--- src/design/c3f_cell.sv ---
`timescale 1ns / 1ps
`default_nettype none
module c3f_cell #(
  parameter int PIXEL_BITS = 8,
  parameter int COEF_BITS  = 8,
  localparam int PROD_W = PIXEL_BITS + COEF_BITS + 1,
  localparam int SUM_W  = PROD_W + 2
) (
  input  wire                      clk,
  input  wire                      shift,
  input  wire [3*PIXEL_BITS-1:0]   col_in,    // top, middle, bottom pixel
  input  wire [3*COEF_BITS-1:0]    coefs,     // top, middle, bottom coefficient
  output logic [3*PIXEL_BITS-1:0]  col_out,   // top, middle, bottom pixel
  output logic signed [SUM_W-1:0]  col_sum
);

  logic [3*PIXEL_BITS-1:0]  col;
  logic signed [PROD_W-1:0] prod [3];

  always_ff @(posedge clk) begin
    if (shift) begin
      col <= col_in;
    end
    for (int i = 0; i < 3; i++) begin
      prod[i] <= $signed({1'b0, col[i*PIXEL_BITS +: PIXEL_BITS]}) *
                 $signed(coefs[i*COEF_BITS +: COEF_BITS]);
    end
    col_sum <= SUM_W'(prod[0]) + SUM_W'(prod[1]) + SUM_W'(prod[2]);
  end

  assign col_out = col;

endmodule
`default_nettype wire

--- config.mk ---
export PLATFORM = sky130hd
export DESIGN_NAME = c3f_cell
export DESIGN_NICKNAME = d
export VERILOG_FILES = /design/src/design/c3f_cell.sv
export SDC_FILE = /design/constraint.sdc
export NUM_CORES = 1
export LEC_CHECK = 0
export BUFFER_PORTS_ARGS = -buffer_cell sky130_fd_sc_hd__buf_2
export CAP_MARGIN = 20
export CORE_ASPECT_RATIO = 1.75
export CORE_MARGIN = 4
export CORE_UTILIZATION = 55
export DETAILED_ROUTE_END_ITERATION = 8
export PLACE_DENSITY = 0.71
export SETUP_SLACK_MARGIN = 0.05
export SKIP_LAST_GASP = 1
export SLEW_MARGIN = 25
export SYNTH_ARGS = -nofsm -noshare
export SYNTH_HDL_FRONTEND = slang
export SYNTH_SLANG_ARGS = --single-unit
--- constraint.sdc ---
create_clock -name clk -period 5.5 [get_ports clk]
set_input_delay 1.1 -clock clk [delete_from_list [all_inputs] [get_ports clk]]
set_output_delay 1.1 -clock clk [all_outputs]
set_load 0.005 [all_outputs]
# Word-level counts from Yosys, hierarchy flattened
# Memories as Yosys holds them, arrays and structs flattened.
# Cells that the tools add are included.
[word_totals]
output_inout_bits = 43
mem_bits_rw = 51
input_bits = 50
memories = 1
elab_cells = 8
regBits = 43
[memory_table]
columns = ["memory", "depth", "width", "read_ports", "rd_ports_with_merged_regs", "write_ports", "line_no", "source"]
rows = [
  ["prod", 3, 17, 3, 0, 3, "18", "logic signed [PROD_W-1:0] prod [3];"],
]
[classes]
mul = 3
add_sub_neg = 2
[ops]
columns = ["operator", "n"]
rows = [
  ["multiplier 9 x 8 -> 17 bit", 3],
  ["adder 18 x 17 -> 19 bit", 1],
  ["adder 17 x 17 -> 18 bit", 1],
]

# Logic depth before layout (Yosys ltp)
[depth]
ltp_word = 2
mapped_depth = 18

# Least setup slack after synthesis
# OpenSTA, ideal clock, no wires.
[synth_path]
path_kind = "input -> register"
start = "input coefs[15]"
end = "memory prod[0][31] in the netlist's numbering"
t_arrival_ps = 4738
path_buffers = 0
stages = 14
path_slack_ps = 683
cell_sequence = "inv_1 -> fa_1 -> fa_1 -> inv_1 -> fa_1 -> inv_1 -> fa_1 -> inv_1 -> ha_1 -> o21ai_0 -> a21oi_2 -> o41ai_4 -> or4b_1 -> o211ai_1"
[synth_rtl]
columns = ["item", "line_no", "source"]
rows = [
  ["from (decl)", "12", "input wire [3*COEF_BITS-1:0] coefs,"],
  ["to (decl)", "18", ""],
]

==> results.txt <==
Slew at the pin with the worst max-slew slack -> 0.661 ns
Avg Inst Size Synth -> 10.0 sq um
Total number of vias -> 6,941
Combinational Power Share -> 70.2%
Final setup viols -> 0
Mapped Nets -> 1,318
CP top delay family -> adder cells
Ant. Diodes -> 0
Rel. slew slack -> 55.9%
Die area -> 20,400 sq um
CP max FO -> 6
Crit share post-route -> 88.8%
TNS Setup -> 0 ns
Clk root buf -> clkbuf_16
DR DRC count -> 0
Clock power share -> 10.5%
GR Util All Layers -> 21.7%
Synth area leaders -> fa_1 (26%), ha_1 (18%), dfxtp_1 (14%)
Total wire length -> 20,200 um
Worst IR Drop VDD -> 0.000384 V
Async SR Flop Fraction -> 0%
Area Overhead vs Synth -> 10.6%
EDFF count, synth -> 24
Int Power -> 3.42 mW
Cell Area, Synth -> 9950 sq um
CP max-delay cell -> fa_1
Top-area cell type share of the netlist area -> 26.0%
Critical Path AT -> 5.16 ns
Clock slew at reported path FFs -> 0.07 ns
DP HPWL -> 17,000 um
Max_cap viols -> 0
Fin crit period -> 4.88 ns
Sw power -> 2.89 mW
Crit path buffers/inverters -> 5
Setup WS post-layout -> 0.616 ns
Post-place setup slack -> 0.272 ns
Die width -> 110 um
Vias/cell -> 5.22
Top FF cell, synth -> dfxtp_1
Type of the tightest min-delay check -> flip-flop to flip-flop
Max Root-Sink Buffers -> 2
Hold Buf Count CTS -> 0
Fmax -> 205 MHz
Final Slew Violations -> 0
Fin. Hold Viols -> 0
Synth Instances -> 993
DIE HEIGHT -> 186 um
Total grt overflow -> 0
Crit end category -> flip-flop
Warnings from Yosys -> 0
Seq/Total Area, Yosys -> 21.3%
Sw frac -> 45.9%
Drt first pass iters -> 4
Core footprint -> 17,600 sq um
I/O pin total -> 93
First-pass GRT wire length -> 34,300 um
Distinct cells, synth -> 55
Setup crit start kind -> input pin
#FFs+latches synth -> 94
Total CTS buffers -> 9
Iter 0 DRT Violations -> 318
Detail Route Antenna Nets -> 0
Status -> finished clean
Share of cells above drive strength 1 -> 11.5%
Yosys top cell by area -> fa_1
# port buffers -> 92
CTS tree -> built
Pwr Density -> 574 nW/um^2
Crit path largest cell delay -> 0.54 ns
Worst-Skew Late Latency -> 0.36 ns
Flop pwr share -> 19.3%
Clock skew -> 0.00603 ns
Largest net degree at the start of global routing -> 25
Final RePlAce weighted congestion -> 0.884
Layout Nets -> 1,419
Post-CTS Resized -> 0
CTS H-Tree Depth -> 3
Sink Count -> 94
Lkg Pwr -> 5.56 nW
Worst Path Required -> 5.78 ns
Crit-path cells -> buf_2 > inv_1 > fa_1 > fa_1 > inv_1 > fa_1 > inv_1 > fa_1 > inv_1 > ha_1 > o21ai_0 > a21oi_2 > o41ai_4 > or4b_1 > o211ai_1
Num rows -> 64
Initial antenna violation count -> 0
Setup repair after global routing missed its margin -> false
Routed WL per cell -> 15.2 um
Vias in the first global route -> 7,311
Post-CTS Setup Bufs -> 0
Starting Density -> 56.5%
Kind of critical path -> input pin to flip-flop
layer usage:
metal	wire length [um]	track usage, %
met2	11600	41.4
met1	7390	24.0
met4	719	8.54
met5	0	0
met3	490	2.57
worst reg2reg max path, stage by stage, from the launching register on:
cell,delay [ns]
edfxtp_1,0.55
and2_1,0.23
fa_1,0.51
fa_1,0.52
fa_1,0.50
inv_1,0.05
fa_1,0.48
inv_1,0.05
ha_1,0.31
o21ai_0,0.28
a21oi_2,0.09
o41ai_4,0.35
or4b_1,0.48
o211ai_1,0.11
layout by cell type (no fill, tap or decap), types with 16 or more instances in the layout:
master	count
xnor2_1	31
edfxtp_1	24
o21ai_0	19
inv_1	183
and2_1	121
buf_2	92
nand2b_1	16
ha_1	146
a21oi_1	31
nor2_1	46
fa_1	129
dfxtp_1	70
nand2_1	60
cell families after synthesis:
family / Yosys count / synth area share [%]
AO/OA/AOI/OAI: 119 / 8.73
multiplexers: 2 / 0.214
AND/OR/NAND/NOR: 275 / 14.6
XOR/XNOR: 43 / 3.79
flip-flops: 94 / 21.3
buffers and inverters: 185 / 6.98
adder cells (fa/ha/maj): 275 / 44.3
metrics by stage:
stage               total power [mW]  hold slack [ns]  util (%)  instances  instance area [sq um]
finish                          6.31            0.596      62.5       1330                  11000
global route                    7.03            0.626      62.5       1330                  11000
CTS                             6.40            0.599      62.5       1330                  11000
detailed placement              5.69            0.580      60.7       1314                  10700
global placement                5.62            0.583      60.7       1314                  10700
floorplan                       4.65            0.549         -        993                   9950
power groups by stage:
stage | logic [mW] | registers (mW) | clock network [mW]
6_report | 4.43 | 1.22 | 0.660
5_1_grt | 5.09 | 1.24 | 0.702
4_1_cts | 4.50 | 1.22 | 0.674
3_5_place_dp | 4.45 | 1.23 | 0
3_3_place_gp | 4.39 | 1.24 | 0
2_1_floorplan | 3.48 | 1.17 | 0
sequential cells by signal, summed over array words and instances (netlist names):
register  count
col_sum      19
prod         51
col_out      24
final cells by class:
cell class | instances | area (sq um)
Timing Repair Buffer | 92 | 460
Sequential cell | 94 | 2120
Multi-Input combinational cell | 714 | 7130
Clock buffer | 9 | 225
Inverter | 183 | 687
Tap cell | 231 | 289
Clock inverter | 7 | 87.6
Fill cell | 1527 | 6610
synth_stat cells, drive strengths merged, types with 5 or more instances:
cell type / n
edfxtp: 24
nand2b: 16
and2: 121
nand2: 60
ha: 146
nor2: 46
nor2b: 7
xnor2: 31
a21o: 13
o21a: 7
inv: 183
a31oi: 5
nand3: 7
a211oi: 5
o21bai: 8
a21oi: 33
xor2: 12
o21ai: 22
dfxtp: 70
nor3: 8
fa: 129
worst paths after layout:
| path | start | to | slack (ns) | cells after the start |
|---|---|---|---|---|
| min reg2reg | prod[0][17] | col_sum[0] | 0.60 | 3 |
| max reg2reg | col_out[14] | prod[0][31] | 0.93 | 13 |
| max | coefs[15] | prod[0][31] | 0.62 | 15 |
| min | prod[0][17] | col_sum[0] | 0.60 | 3 |
(Power assumes the default switching activity.)
