File: config.mk
export PLATFORM = sky130hd
export DESIGN_NAME = c3f_fifo
export DESIGN_NICKNAME = d
export VERILOG_FILES = /design/src/design/c3f_pkg.sv /design/src/design/c3f_fifo.sv
export SDC_FILE = /design/constraint.sdc
export NUM_CORES = 1
export LEC_CHECK = 0
export ABC_AREA = 1
export BUFFER_PORTS_ARGS = -buffer_cell sky130_fd_sc_hd__buf_2
export CORE_MARGIN = 2
export CORE_UTILIZATION = 50
export DETAILED_ROUTE_END_ITERATION = 10
export GPL_TIMING_DRIVEN = 0
export MAX_ROUTING_LAYER = met4
export PLACE_DENSITY = 0.66
export RECOVER_POWER = 50
export SLEW_MARGIN = 20
export SYNTH_ARGS = -nofsm -noshare
export SYNTH_HDL_FRONTEND = slang
export SYNTH_SLANG_ARGS = --single-unit
File: constraint.sdc
create_clock -name clk -period 3.1 [get_ports clk]
set_input_delay 0.775 -clock clk [delete_from_list [all_inputs] [get_ports clk]]
set_output_delay 0.775 -clock clk [all_outputs]
set_load 0.01 [all_outputs]
File: src/design/c3f_pkg.sv
`timescale 1ns / 1ps
`default_nettype none
package c3f_pkg;

  localparam int OUT_BITS       = 20;
  localparam int M_DATA_BITS    = ((OUT_BITS + 7) / 8) * 8;
  localparam int CFG_INDEX_BITS = 3;
  localparam int CFG_DATA_BITS  = 24;
  localparam int DIM_BITS       = 11;
  localparam int MIN_DIM        = 3;
  localparam int FIFO_DEPTH     = 8;

  localparam logic [CFG_INDEX_BITS-1:0] REG_IMAGE_WIDTH   = 3'd0;
  localparam logic [CFG_INDEX_BITS-1:0] REG_IMAGE_HEIGHT  = 3'd1;
  localparam logic [CFG_INDEX_BITS-1:0] REG_KERNEL_TOP    = 3'd2;
  localparam logic [CFG_INDEX_BITS-1:0] REG_KERNEL_MIDDLE = 3'd3;
  localparam logic [CFG_INDEX_BITS-1:0] REG_KERNEL_BOTTOM = 3'd4;

  localparam logic [DIM_BITS-1:0]      IMAGE_WIDTH_RESET   = 11'd640;
  localparam logic [DIM_BITS-1:0]      IMAGE_HEIGHT_RESET  = 11'd480;
  localparam logic [CFG_DATA_BITS-1:0] KERNEL_TOP_RESET    = 24'd0;
  localparam logic [CFG_DATA_BITS-1:0] KERNEL_MIDDLE_RESET = 24'd256;
  localparam logic [CFG_DATA_BITS-1:0] KERNEL_BOTTOM_RESET = 24'd0;

  typedef struct packed {
    logic push;
    logic pop;
  } fifo_ctrl_t;

endpackage
`default_nettype wire

File: src/design/c3f_fifo.sv
`timescale 1ns / 1ps
`default_nettype none
module c3f_fifo #(
  parameter int WIDTH = 22,
  parameter int DEPTH = 8,
  localparam int PW = (DEPTH > 1) ? $clog2(DEPTH) : 1
) (
  input  wire                      clk,
  input  wire                      rst,
  input  wire c3f_pkg::fifo_ctrl_t ctrl,
  input  wire [WIDTH-1:0]          push_data,
  output logic [WIDTH-1:0]         pop_data,
  output logic                     not_empty
);

  logic [WIDTH-1:0] entries [DEPTH];
  logic [PW-1:0]    wr_ptr;
  logic [PW-1:0]    rd_ptr;
  logic [PW:0]      count;

  always_ff @(posedge clk) begin
    if (ctrl.push) begin
      entries[wr_ptr] <= push_data;
    end
    if (rst) begin
      wr_ptr <= '0;
      rd_ptr <= '0;
      count  <= '0;
    end else begin
      if (ctrl.push) begin
        wr_ptr <= (wr_ptr == PW'(DEPTH - 1)) ? '0 : wr_ptr + 1'b1;
      end
      if (ctrl.pop) begin
        rd_ptr <= (rd_ptr == PW'(DEPTH - 1)) ? '0 : rd_ptr + 1'b1;
      end
      count <= count + (PW+1)'(ctrl.push) - (PW+1)'(ctrl.pop);
    end
  end

  assign pop_data  = entries[rd_ptr];
  assign not_empty = (count != '0);

endmodule
`default_nettype wire

**Word-level counts from Yosys, hierarchy flattened**

Memory sizes are Yosys's and may differ from the RTL's. A register that Yosys moved wholly into a read port is not among the register bits.
Index checks and enable logic that the tools add are counted.

- Output and inout bits: 23
- Memory bits (writable): 176
- Latch bits: 0
- Register bits after elaboration: 10
- Bits of input ports: 26
- Logic and storage cells: 17
- Memories kept: 1
- Bits in read-only memories: 0

- Shifts and indexed selects: 0
- Add/subtract/negate cells: 4
- Magnitude comparators: 0
- Bitwise logic cells: 0
- Multiplexer cells: 6
- Divide/modulo/power cells: 0
- Multiply operators: 0
- Reductions and logical operators: 1
- Eq/ne operators: 2

Memories:

| memory | depth | width | rd ports | clocked after Yosys merged registers in | write ports | line | RTL |
|---|---|---|---|---|---|---|---|
| entries | 8 | 22 | 1 | 1 | 1 | c3f_fifo.sv:16 | `logic [WIDTH-1:0] entries [DEPTH];` |

Operators by type and width:

| kind | count |
|---|---|
| 3-bit two-way mux | 4 |
| 3-bit by 1-bit adder with 3-bit output (second input constant) | 2 |
| 3-bit == test (second input constant) | 2 |
| 4-bit by 1-bit adder with 4-bit output | 1 |
| 4-bit nonzero test | 1 |
| 4-bit by 1-bit subtractor with 4-bit output | 1 |
| 1-bit two-way mux | 2 |

**Depth between registers and ports, before layout**

- Word-level depth: 4
- Gate-level depth with buffers: 9

**Least setup slack after synthesis**

OpenSTA, ideal clock, no wires.

- Path type: input -> register
- Start point: in ctrl[1] (netlist bit)
- End point: mem entries[1][0] (enable)
- Library setup time: 0.401 ns
- Data arrival time: 1.843 ns
- Setup slack: 0.856 ns
- Required time: 2.699 ns
- Stages: 2
- Path through: nand2_1 > nor2_1

- Word-level cells in the longest chain between the ends: 2

Ends and longest elaborated chain:

| what | line | RTL |
|---|---|---|
| start: declaration | c3f_fifo.sv:10 | `input wire c3f_pkg::fifo_ctrl_t ctrl,` |
| 1-bit two-way mux | c3f_fifo.sv:22 | `if (ctrl.push) begin` |
| 1-bit two-way mux (not written as such) | c3f_fifo.sv:23 | `entries[wr_ptr] <= push_data;` |
| end: declaration | c3f_fifo.sv:16 |  |

Every way passes these cells.

==> reports/results.txt <==
Pleak - 4.43 nW
FP Rows - 47
Die ar. - 17,600 um^2
Worst-skew pair later-pin latency - 0.43 ns
Non-Filler Instances - 1,151
Post-Syn Area per Cell - 9.83 um^2
Chip height - 133 um
Gr ovfl total - 0
Nets@finish - 954
DRT iter0 DRCs - 459
Fin. max-slew vios - 0
Post-DP HPWL - 11.2 mm
Maximum vdd drop - 387 uV
Post-CTS setup buffer count - 0
Clock slew at reported path FFs - 0.06 ns
First-pass GRT wire length - 27.2 mm
CTS Buffer Depth - 2
WL per Instance - 15.3 um
Net Count, Synth - 880
Slew headroom - 0.421
Post-Syn Area - 8300 um^2
Core area - 16,400 um^2
Vias in the first global route - 5,103
Synth area leader - edfxtp_1
Synth top area share - 0.637
H-tree levels - 4
Antenna viol nets, final - 0
Critical Path, Cell by Cell - buf_2, buf_1, nand3_1, nand2_1, nand2_1, nand2_1, buf_2
Critical Path RT - 2.32 ns
Worst path most repeated cell - nand2_1
Yosys cell types - 19
CTS Root Cell - clkbuf_16
Antenna Cells - 0
Tcrit/Tclk final - 0.912
Most frequent cells in the layout - nand2_1, inv_1, edfxtp_1, nand3_1, buf_2
Initial antenna violation count - 0
Final hold vios - 0
Cells after Synth - 844
Area Overhead vs Synth - 16.3%
Vias/cell - 4.79
Status - finished, final reports clean
Crit start category - flip-flop
Seq cells post-synth - 189
Least-Margin Pin Slew - 0.865 ns
Arr. time, crit path - 2.05 ns
Fmax - 354 MHz
Num CTS Buffers - 17
Critical Path Max Stage Delay - 0.55 ns
Post-route minimum period - 2.83 ns
Max-Cap Viols - 0
Starting density of the core - 0.506
Count of boundary I/O pins - 49
Hold buffer count at CTS - 0
Layout fillers - 1,341
DRC viols - 0
All-Layer GR Usage - 0.215
Vias post-DR - 5,508
IO Port Bufs - 48
Share of layout cells above drive strength 1 - 0.104
Final setup viols - 0
Pwr dens - 616 nW/um^2
Total Routed Length - 17.6 mm
Post-CTS sizing - 0
Die X - 133 um
Top cells by area, synth - edfxtp_1, nand2_1, inv_1
CP Max Fanout - 10
CTS tree - yes
Post-layout util - 0.588
Final GP Congestion - 0.770
Slowest CP cell - buf_1
Sink Count - 189
Commonest non-fill, non-tap cell in the layout - nand2_1
Seq/Total Area, Yosys - 0.668
Placed cell count - 1,119
Ys Warns - 0
Hold Crit Class - flip-flop to flip-flop
Drt first pass iters - 5
Setup CP Type - flip-flop to output pin
Clock Skews - 0.00473 ns
CP Capture Type - output pin
RSZ-0062 raised after global routing - no
Largest net degree at the start of global routing - 23
-- sequential cells by signal, summed over array words and instances, names as in the netlist, named ones only --
name	count
entries	176
count	4
rd_ptr	3
wr_ptr	3
-- critical path, delay by kind of cell (launching register included) --
family	cells	cell delay (ns)
buf+inv	3	0.90
simple gates	4	0.41
flops	1	0.30
-- path summary, 6_finish.rpt --
kind / startpoint / to / slack, ns / cells after the start
worst max-delay path: flip-flop / pop_data[10] / 0.27 / 7
worst min-delay path: rd_ptr[1] / rd_ptr[1] / 0.49 / 2
worst max register to register: wr_ptr[0] / entries[2][8] / 1.28 / 4
worst min register to register: rd_ptr[1] / rd_ptr[1] / 0.49 / 2
-- through the flow --
step | worst slack, ns | setup TNS (ns) | power, mW | hold slack, ns | area, um^2
after floorplan | 0.856 | 0 | 3.37 | 0.454 | 8300
after global placement | -0.255 | -22.75 | 3.60 | 0.478 | 8810
after detailed placement | 0.762 | 0 | 3.64 | 0.488 | 9050
after CTS | 0.292 | 0 | 5.98 | 0.497 | 9700
after global routing | 0.151 | 0 | 6.17 | 0.519 | 9650
final | 0.272 | 0 | 5.95 | 0.492 | 9650
-- cell usage after synthesis --
library cell and number:
inv_1 193, o21a_1 1, inv_2 2, or2_2 1
nand3_1 91, buf_6 4, buf_2 21, clkbuf_1 2
edfxtp_1 176, ha_1 9, nor2_1 16, buf_4 2
o21ai_0 2, buf_1 3, nand2_1 300, xnor2_1 1
fa_1 1, dfxtp_1 13, a21oi_1 6
-- power breakdown --
group          switching [mW]  internal, mW  leakage, nW
registers              0.0222          2.87         1.71
logic                   0.448         0.236         2.41
clock network           0.941          1.43        0.309
total                    1.41          4.54         4.43
-- layer usage --
layer	track usage	vias to the layer above	routed length, um
met5	-	-	0
met1	0.280	2548	7770
met2	0.340	165	8440
li1	-	2770	-
met3	0.0395	25	1030
met4	0.0800	0	337
-- cells by family after synthesis --
logic type / after synthesis / synth area share
AO/OA/AOI/OAI: 9 / 0.00573
XOR/XNOR: 1 / 0.00106
adder cells (fa/ha/maj): 10 / 0.0160
buffers and inverters: 227 / 0.110
flip-flops: 189 / 0.668
AND/OR/NAND/NOR: 408 / 0.199
-- area by class of cell --
| class | count | area [um^2] | area share |
|---|---|---|---|
| plain buffers | 32 | 184 | 0.0191 |
| clock buffers | 17 | 425 | 0.0441 |
| clock inverters | 15 | 218 | 0.0226 |
| inverters | 195 | 732 | 0.0758 |
| multi-input cells | 428 | 1880 | 0.195 |
| flip-flops and latches | 189 | 5550 | 0.575 |
| well taps | 220 | 275 | 0.0285 |
| repair buffers | 55 | 390 | 0.0404 |
(Power assumes the default switching activity.)
